**src/sv/mbsc_pkg.sv**
```systemverilog
`timescale 1ns / 1ps

package mbsc_pkg;

  localparam int WORD_BITS  = 64;
  localparam int IN_WORD_W  = 64;
  localparam int OUT_WORD_W = 64;
  localparam int VALID_W    = 7;
  localparam int OUT_CNT_W  = 7;

  localparam int LANE_BITS  = 8;
  localparam int NUM_LANES  = WORD_BITS / LANE_BITS;
  localparam int LANE_CNT_W = $clog2(LANE_BITS + 1);
  localparam int LANE_IDX_W = $clog2(LANE_BITS);

  localparam int CNT_W  = $clog2(WORD_BITS + 1);
  localparam int FILL_W = $clog2(WORD_BITS);
  localparam int SUM_W  = CNT_W + 1;

  // up to two results per item
  localparam int RES_PER_ITEM = 2;
  localparam int FIFO_DEPTH   = 8;
  localparam int PTR_W        = $clog2(FIFO_DEPTH);
  localparam int FIFO_CNT_W   = $clog2(FIFO_DEPTH + 1);

  typedef struct packed {
    logic [LANE_BITS-1:0]  bits;
    logic [LANE_CNT_W-1:0] cnt;
  } lane_res_t;

  typedef struct packed {
    logic [WORD_BITS-1:0] bits;
    logic [CNT_W-1:0]     cnt;
  } pext_t;

  typedef struct packed {
    logic valid;
    logic last;
  } stage_ctrl_t;

  typedef struct packed {
    logic [OUT_WORD_W-1:0] word;
    logic [OUT_CNT_W-1:0]  cnt;
    logic                  eos;
  } out_entry_t;

endpackage

```
**src/sv/mbsc_lane.sv**
```systemverilog
`timescale 1ns / 1ps

module mbsc_lane (
  input  logic                          clk,
  input  logic [mbsc_pkg::LANE_BITS-1:0] data,
  input  logic [mbsc_pkg::LANE_BITS-1:0] keep,
  output mbsc_pkg::lane_res_t           res
);
  import mbsc_pkg::*;

  lane_res_t res_nxt;
  lane_res_t res_r;

  // local bit extract over one slice
  always_comb begin
    res_nxt = '0;
    for (int i = 0; i < LANE_BITS; i++) begin
      if (keep[i]) begin
        res_nxt.bits[res_nxt.cnt[LANE_IDX_W-1:0]] = data[i];
        res_nxt.cnt = res_nxt.cnt + LANE_CNT_W'(1);
      end
    end
  end

  always_ff @(posedge clk) begin
    res_r <= res_nxt;
  end

  assign res = res_r;

endmodule

```
**src/sv/mbsc_merge.sv**
```systemverilog
`timescale 1ns / 1ps

module mbsc_merge (
  input  logic                clk,
  input  mbsc_pkg::lane_res_t lanes [mbsc_pkg::NUM_LANES],
  output mbsc_pkg::pext_t     pext
);
  import mbsc_pkg::*;

  pext_t pext_nxt;
  pext_t pext_r;

  // place each lane's kept bits behind those of the lanes below it
  always_comb begin
    pext_nxt = '0;
    for (int l = 0; l < NUM_LANES; l++) begin
      pext_nxt.bits = pext_nxt.bits | (WORD_BITS'(lanes[l].bits) << pext_nxt.cnt);
      pext_nxt.cnt  = pext_nxt.cnt + CNT_W'(lanes[l].cnt);
    end
  end

  always_ff @(posedge clk) begin
    pext_r <= pext_nxt;
  end

  assign pext = pext_r;

endmodule

```
**src/sv/mbsc_pack.sv**
```systemverilog
`timescale 1ns / 1ps

module mbsc_pack (
  input  logic                                clk,
  input  logic                                rst_n,
  input  mbsc_pkg::stage_ctrl_t               ctrl,
  input  mbsc_pkg::pext_t                     pext,
  output logic [mbsc_pkg::FIFO_CNT_W-1:0]     fifo_cnt,
  output logic                                out_valid,
  input  logic                                out_stall,
  output logic [mbsc_pkg::OUT_WORD_W-1:0]     out_packed_word,
  output logic [mbsc_pkg::OUT_CNT_W-1:0]      out_bit_count,
  output logic                                out_end_of_stream
);
  import mbsc_pkg::*;

  logic [WORD_BITS-1:0]   acc_r, acc_nxt;
  logic [FILL_W-1:0]      fill_r, fill_nxt;
  logic [2*WORD_BITS-1:0] combined;
  logic [SUM_W-1:0]       sum;
  logic                   full;
  logic [WORD_BITS-1:0]   rem;
  logic [FILL_W-1:0]      rem_fill;
  out_entry_t             full_e, final_e, e0, e1;
  logic                   wr0, wr1, pop;

  out_entry_t             fifo_r [FIFO_DEPTH];
  logic [PTR_W-1:0]       wr_ptr_r, wr_ptr_nxt, rd_ptr_r, rd_ptr_nxt;
  logic [FIFO_CNT_W-1:0]  cnt_r, cnt_nxt;

  always_comb begin
    combined = {{WORD_BITS{1'b0}}, acc_r} | ({{WORD_BITS{1'b0}}, pext.bits} << fill_r);
    sum      = SUM_W'(fill_r) + SUM_W'(pext.cnt);
    full     = sum >= SUM_W'(WORD_BITS);
    rem      = full ? combined[2*WORD_BITS-1:WORD_BITS] : combined[WORD_BITS-1:0];
    rem_fill = full ? FILL_W'(sum - SUM_W'(WORD_BITS)) : FILL_W'(sum);

    full_e.word  = OUT_WORD_W'(combined[WORD_BITS-1:0]);
    full_e.cnt   = OUT_CNT_W'(WORD_BITS);
    full_e.eos   = 1'b0;
    final_e.word = OUT_WORD_W'(rem);
    final_e.cnt  = OUT_CNT_W'(rem_fill);
    final_e.eos  = 1'b1;

    wr0 = ctrl.valid && (full || ctrl.last);
    wr1 = ctrl.valid && full && ctrl.last;
    e0  = full ? full_e : final_e;
    e1  = final_e;

    acc_nxt  = acc_r;
    fill_nxt = fill_r;
    if (ctrl.valid) begin
      if (ctrl.last) begin
        acc_nxt  = '0;
        fill_nxt = '0;
      end else begin
        acc_nxt  = rem;
        fill_nxt = rem_fill;
      end
    end

    pop        = out_valid && !out_stall;
    rd_ptr_nxt = pop ? PTR_W'(rd_ptr_r + PTR_W'(1)) : rd_ptr_r;
    wr_ptr_nxt = PTR_W'(wr_ptr_r + PTR_W'(wr0) + PTR_W'(wr1));
    cnt_nxt    = FIFO_CNT_W'(cnt_r + FIFO_CNT_W'(wr0) + FIFO_CNT_W'(wr1) - FIFO_CNT_W'(pop));
  end

  always_ff @(posedge clk) begin
    if (!rst_n) begin
      acc_r    <= '0;
      fill_r   <= '0;
      wr_ptr_r <= '0;
      rd_ptr_r <= '0;
      cnt_r    <= '0;
    end else begin
      acc_r    <= acc_nxt;
      fill_r   <= fill_nxt;
      wr_ptr_r <= wr_ptr_nxt;
      rd_ptr_r <= rd_ptr_nxt;
      cnt_r    <= cnt_nxt;
    end
  end

  always_ff @(posedge clk) begin
    if (wr0) begin
      fifo_r[wr_ptr_r] <= e0;
    end
    if (wr1) begin
      fifo_r[PTR_W'(wr_ptr_r + PTR_W'(1))] <= e1;
    end
  end

  assign fifo_cnt          = cnt_r;
  assign out_valid         = cnt_r != '0;
  assign out_packed_word   = fifo_r[rd_ptr_r].word;
  assign out_bit_count     = fifo_r[rd_ptr_r].cnt;
  assign out_end_of_stream = fifo_r[rd_ptr_r].eos;

endmodule

```
**src/sv/masked_bit_stream_compactor_top.sv**
```systemverilog
// accepted words pass the lane and merge registers, then the queue that feeds the out_ ports
// throughput: one input word per cycle, up to two result words per input, and one result
//   leaves per cycle while out_stall is low; input stalls only when the 8-entry result queue
//   could not take the worst case of the next word and of those in the lane and merge stages
// reset (rst_n low, synchronous) empties the pipeline and queue and clears the accumulator
`timescale 1ns / 1ps

module masked_bit_stream_compactor_top (
  input  logic                              clk,
  input  logic                              rst_n,
  input  logic                              in_valid,
  output logic                              in_stall,
  input  logic [mbsc_pkg::IN_WORD_W-1:0]    in_data_bits,
  input  logic [mbsc_pkg::IN_WORD_W-1:0]    in_keep_mask,
  input  logic [mbsc_pkg::VALID_W-1:0]      in_valid_bits,
  input  logic                              in_is_last,
  output logic                              out_valid,
  input  logic                              out_stall,
  output logic [mbsc_pkg::OUT_WORD_W-1:0]   out_packed_word,
  output logic [mbsc_pkg::OUT_CNT_W-1:0]    out_bit_count,
  output logic                              out_end_of_stream
);
  import mbsc_pkg::*;

  localparam int RESV_W = FIFO_CNT_W + 2;

  logic [VALID_W-1:0]    vsat;
  logic [WORD_BITS-1:0]  vmask, keep_eff, data_eff;
  logic                  in_acc;
  lane_res_t             lane_res [NUM_LANES];
  pext_t                 pext;
  stage_ctrl_t           s1_r, s1_nxt, s2_r;
  logic [FIFO_CNT_W-1:0] fifo_cnt;
  logic [RESV_W-1:0]     resv;

  always_comb begin
    vsat = (in_valid_bits > VALID_W'(WORD_BITS)) ? VALID_W'(WORD_BITS) : in_valid_bits;
    for (int i = 0; i < WORD_BITS; i++) begin
      vmask[i] = VALID_W'(i) < vsat;
    end
    data_eff = in_data_bits[WORD_BITS-1:0];
    keep_eff = in_keep_mask[WORD_BITS-1:0] & vmask;
  end

  // room for the worst case of every word in flight plus the next one
  always_comb begin
    resv = RESV_W'(fifo_cnt)
         + RESV_W'(RES_PER_ITEM) * (RESV_W'(s1_r.valid) + RESV_W'(s2_r.valid))
         + RESV_W'(RES_PER_ITEM);
    in_stall = resv > RESV_W'(FIFO_DEPTH);
  end

  assign in_acc       = in_valid && !in_stall;
  assign s1_nxt.valid = in_acc;
  assign s1_nxt.last  = in_is_last;

  always_ff @(posedge clk) begin
    if (!rst_n) begin
      s1_r <= '0;
      s2_r <= '0;
    end else begin
      s1_r <= s1_nxt;
      s2_r <= s1_r;
    end
  end

  for (genvar l = 0; l < NUM_LANES; l++) begin : g_lane
    mbsc_lane u_lane (
      .clk  (clk),
      .data (data_eff[l*LANE_BITS +: LANE_BITS]),
      .keep (keep_eff[l*LANE_BITS +: LANE_BITS]),
      .res  (lane_res[l])
    );
  end

  mbsc_merge u_merge (
    .clk   (clk),
    .lanes (lane_res),
    .pext  (pext)
  );

  mbsc_pack u_pack (
    .clk               (clk),
    .rst_n             (rst_n),
    .ctrl              (s2_r),
    .pext              (pext),
    .fifo_cnt          (fifo_cnt),
    .out_valid         (out_valid),
    .out_stall         (out_stall),
    .out_packed_word   (out_packed_word),
    .out_bit_count     (out_bit_count),
    .out_end_of_stream (out_end_of_stream)
  );

endmodule
```
**config.mk**
```make
export PLATFORM = sky130hd
export DESIGN_NAME = masked_bit_stream_compactor_top
export DESIGN_NICKNAME = d
export VERILOG_FILES = /design/src/sv/mbsc_pkg.sv /design/src/sv/mbsc_lane.sv /design/src/sv/mbsc_merge.sv /design/src/sv/mbsc_pack.sv /design/src/sv/masked_bit_stream_compactor_top.sv
export SDC_FILE = /design/constraint.sdc
export NUM_CORES = 2
export LEC_CHECK = 0
export BUFFER_PORTS_ARGS = -buffer_cell sky130_fd_sc_hd__buf_2
export CORE_UTILIZATION = 30
export CTS_CLUSTER_DIAMETER = 120
export DETAILED_ROUTE_END_ITERATION = 6
export HOLD_SLACK_MARGIN = 0.05
export MAX_ROUTING_LAYER = met4
export PLACE_DENSITY = 0.55
export SLEW_MARGIN = 5
export SYNTH_ARGS = -nofsm -noshare
export SYNTH_HDL_FRONTEND = slang
export SYNTH_SLANG_ARGS = --single-unit
```
**constraint.sdc**
```tcl
create_clock -name clk -period 22.5 [get_ports clk]
set_input_delay 2.25 -clock clk [delete_from_list [all_inputs] [get_ports clk]]
set_output_delay 2.25 -clock clk [all_outputs]
set_load 0.05 [all_outputs]
```
# After elaboration in Yosys (flattened, before gate mapping)
# Memories as Yosys holds them, arrays and structs flattened. A register that Yosys moved wholly into a read port is not among the register bits.
# Index checks and enable logic that the tools add are counted.
[totals]
reg_bits = 251
latch_bits = 0
ramBits = 576
mem_bits_ro = 0
inputBits = 140
out_inout_bits = 74
word_cells = 608
mem_count = 1
[mem_list]
columns = ["memory", "depth", "width", "read_ports", "rd_clocked_by_memory_dff", "write_ports", "line_no", "source"]
rows = [
  ["u_pack.fifo_r", 8, 72, 1, 1, 2, "mbsc_pack.sv:27", "out_entry_t fifo_r [FIFO_DEPTH];"],
]
[classes]
add_sub_neg = 75
mul = 0
div = 0
order_cmp = 179
n_eq_ne = 0
n_shift = 8
mux = 244
bitwise = 9
n_reduce_logical = 65
[op_table]
columns = ["cell", "n"]
rows = [
  ["$mux 12", 56],
  ["$bwmux 8", 56],
  ["$or 64x64->64", 6],
  ["$shl 8x7->64", 6],
  ["$add 4x1->4 const B", 56],
  ["$lt 3x4->1 const B", 56],
  ["$lt 6x7->1 const A", 32],
  ["$demux 1 s3", 56],
  ["$ge 3x1->1 const B", 56],
  ["$mux 64", 2],
  ["$or 64x128->128", 1],
  ["$shl 64x6->128", 1],
  ["$lt 5x7->1 const A", 16],
  ["$mux 72", 1],
  ["$and 64x64->64", 1],
  ["$or 8x64->64", 1],
  ["$shl 8x4->64", 1],
  ["$logic_and 1x1->1", 61],
  ["$mux 1", 60],
  ["$lt 4x7->1 const A", 8],
  ["$add 7x4->7", 6],
  ["$mux 5", 8],
  ["$lt 3x7->1 const A", 4],
  ["$lt 1x7->1 const A", 2],
  ["20 further kinds", 27],
]

# Logic depth before layout (Yosys ltp)
[depth]
word_depth = 47
ltp_mapped = 33
depth_no_buf = 26

# Hierarchy
# Synthesis repeated with hierarchy kept, for this count alone.
[hier_totals]
hier_cells = 6029
area_unflattened_um2 = 60675.7
[modules_own_cells]
columns = ["module", "instances", "cells_each", "area_each_um2", "seq_area_each_um2"]
rows = [
  ["mbsc_pack", 1, 2724, 36264.8, 18798.0],
  ["mbsc_lane at g_lane[1].u_lane ...", 6, 239, 1820.5, 240.2],
  ["mbsc_merge", 1, 1228, 8785.9, 1421.4],
  ["mbsc_lane at g_lane[0].u_lane", 1, 232, 1876.8, 240.2],
  ["mbsc_lane at g_lane[7].u_lane", 1, 228, 1694.1, 240.2],
  ["masked_bit_stream_compactor_top", 1, 183, 1131.1, 80.1],
]

# Worst setup path before layout
# No wires, ideal clock.
[synth_timing]
path_kind = "register to register"
start = "register g_lane[0].u_lane.res_r, in the netlist g_lane[0].u_lane.res[0]"
end = "register u_merge.pext_r, in the netlist u_merge.pext[5]"
setup_time_ns = 0.072
arrival_time_ns = 8.700
required_time_ns = 22.428
setup_slack_ns = 13.727
stages_incl_launch_ff = 33
n_path_buf = 7
period_less_slack_ns = 8.773
cell_sequence = "dfxtp_1 ha_1 fa_1 clkbuf_1 inv_1 fa_1 xor2_1 inv_1 clkbuf_1 ha_1 a21oi_1 nand2_1 xnor2_1 inv_1 clkbuf_1 clkbuf_1 ha_1 xnor2_1 clkinv_1 clkbuf_1 ha_1 xnor2_1 inv_1 clkbuf_1 ha_1 xor2_1 inv_1 clkbuf_1 ha_1 a21oi_1 mux2_2 a21oi_1 xnor2_1"
[synth_lines]
columns = ["item", "line_no", "source"]
rows = [
  ["start, declared", "mbsc_lane.sv:12", "lane_res_t res_r;"],
  ["start signal, assigned", "mbsc_lane.sv:26", "res_r <= res_nxt;"],
  ["end signal, assigned", "mbsc_merge.sv:23", "pext_r <= pext_nxt;"],
  ["end, declared", "mbsc_merge.sv:11", "pext_t pext_r;"],
]

==> results.yml <==
drt:
  drc: 0
  wirelength_um: 217000
  highest_layer: "met4"
  wl_met2_um: 101000
  via_per_inst: 5.99
  routedWlPerCell_um: 26.7
  postRouteAntennaNets: 0
  drt-pass1-iter-count: 6
  met1_length_um: 90000
  drtIter0Drc: 5736
  routed-wl-met3_um: 17600
  vias: 48800
yosys:
  ys_types: 127
  synthFlopType: "edfxtp_1"
  synth_seq_cells: 830
  yosysWarnings: 0
  synth_area_mm2: 0.0571
  seq_area_frac_synth: 0.389
  syn_nets: 5882
  syn_inst: 5608
  synth_edf_count: 560
  synth_area_per_cell_um2: 10.2
  synth_top_cell_area_share: 0.295
  synth_area_leaders: "edfxtp_1 (29%), dfxtp_1 (9.5%), mux4_2 (8.6%), o22ai_1 (5.6%), mux2_2 (4.9%)"
  yosysTopAreaCell: "edfxtp_1"
  ys_async_sr_fraction: 0
finish:
  regArea_mm2: 0.0222
  final_cell_mix: "edfxtp_1 (560), o22ai_1 (515), nand2_1 (430), nor2_1 (427), dfxtp_1 (263)"
  fillCellCount: 19200
  multiInputGateArea_mm2: 0.0327
  drive_gt1_frac: 0.193
  area_growth_pct: 10.9
  fin_nets: 5835
  final_common_cell: "edfxtp_1"
floorplan:
  rows: 159
  boundaryPins: 214
  fp.coreArea_mm2: 0.188
  start_util: 0.303
  die_x_um: 438
  die_area_mm2: 0.192
  die_y_um: 438
grt:
  grt_pass1_wl_um: 316000
  grt_pass1_vias: 46600
  grt_start_max_net_pins: 87
  grt_overflow: 0
  antenna_found_initial: 14
  groute.usage.overall: 0.224
timing:
  max_freq_ghz: 0.0912
  setup_ws_ns: 11.54
  finClkSkew_ns: 0.0554
  fin_crit_sh: 0.487
  fin_hold_ws_ns: 0.431
  slew_headroom: 0.131
  timing_hold_violations_final: 0
  fin_setup_tns_ns: 0
  final.min_clock_period_ns: 10.96
  rsz0062_at_grt: "no"
  finalMaxSlewViolations: 0
  worst_pin_slew_ns: 1.30
  setup_viol: 0
hold_path:
  hold_class: "reg2reg"
  hp-start: "s1_r[0]"
setup_path:
  end_kind: "flop"
  slowest_stage: "xor2_1"
  path_max_fanout: 17
  setup.worst_path.class: "reg2reg"
  cp-start-kind: "flop"
  slowest_delay_ns: 0.80
  cp_common_cell: "ha_1"
  rr_startpoint: "g_lane[0].u_lane.res[0]"
  critPathLaunch: "g_lane[0].u_lane.res[0]"
  cp.arrival_ns: 11.47
  r2r_slack_ns: 11.54
  cp.required_ns: 23.01
clock_tree:
  cts_buffer_depth: 3
  clkLatencyLatePin_ns: 0.73
  cts_tree: "yes"
  cts_max_level: 3
  cts.repair.resized: 0
  numCtsBuffers: 94
  clkSlewWorstSetupHoldPaths_ns: 0.06
  holdBufCountCts: 0
  post_cts.repair.setup_buffers: 0
  clock-sinks: 830
  ctsRootBufferMaster: "clkbuf_16"
placed_design:
  hpwl_um: 147000
  place_ws_ns: 11.76
  place_congestion: 0.965
  io_buffers: 213
run:
  drv_cap: 0
run_status:
  outcome: "finished clean"
==> synthesized netlist by cell type (30+ instances only) <==
cell and count:
xor2_1 35, a21o_1 34, a21oi_1 211, nand2_1 443, o221ai_1 60, o21ai_0 192
mux2i_1 222, clkbuf_1 300, and3_1 35, buf_2 46, nor4_1 40, and2_1 105
nor2b_1 54, o2bb2ai_1 50, edfxtp_1 560, xnor2_1 68, o21a_1 59, inv_1 143
nor3_1 131, o211ai_1 43, nand2b_1 37, ha_1 114, a22oi_1 30, o22ai_1 515
dfxtp_1 270, buf_1 49, nor2_1 427, a221oi_1 42, nand4_1 38, nand3_1 173
mux2_2 249, a31oi_1 66, mux4_2 217
==> registers in the layout, indices dropped and copies added, names as in the netlist, named ones only <==
signal             cells
g_lane.u_lane.res     96
s1_r                   2
u_pack.rd_ptr_r        3
u_pack.fifo_cnt        4
u_pack.fill_r          6
u_pack.acc_r          64
u_merge.pext          71
s2_r                   2
u_pack.wr_ptr_r        3
u_pack.fifo_r        576
==> final timing paths <==
path                      endpoint  depth (start not counted)
hold / removal             s2_r[0]                          1
setup / recovery  u_merge.pext[34]                         26
setup reg to reg  u_merge.pext[34]                         26
hold reg to reg            s2_r[0]                          1
==> kinds of logic after synthesis <==
group | count (synthesis) | share of synthesized area
mux | 694 | 0.175
buf+inv | 580 | 0.0418
fa+ha+maj | 134 | 0.0320
compound gates | 1608 | 0.194
simple gates | 1609 | 0.135
flops | 830 | 0.389
xor+xnor | 153 | 0.0326
==> worst max-delay path: cells and delay by family, from the launching register on <==
kind	cells	cell delay, ns
xor gates and xnor gates	5	2.93
adders and majority gates	7	2.87
buffers and inverters	6	2.14
AOI/OAI and AO/OA	4	1.44
and+or+nand+nor	4	0.93
DFF	1	0.46
==> per-stage QoR <==
stage               cells   util  instance area, um2
CTS                  8132  0.336               63300
global route         8141  0.336               63300
finish               8144  0.336               63300
global placement     7960  0.320               60200
floorplan            5608      -               57100
detailed placement   7960  0.320               60200
==> cell type report <==
cell class	instances	share of cell area
Clock buffer	138	0.0419
Clock inverter	34	0.00648
Tap cell	2495	0.0493
Sequential cell	830	0.351
Timing Repair Buffer	279	0.0249
Multi-Input combinational cell	4198	0.516
Inverter	158	0.00937
Antenna cell	12	0.000475
==> layer usage <==
metal,track usage,vias up
met1,0.291,24000
met2,0.355,2564
met5,-,-
met4,0.0808,0
met3,0.0315,417
li1,-,21800
Power is not shown: default switching activity piles up to over one toggle a cycle in this logic, so the estimate is an artifact.
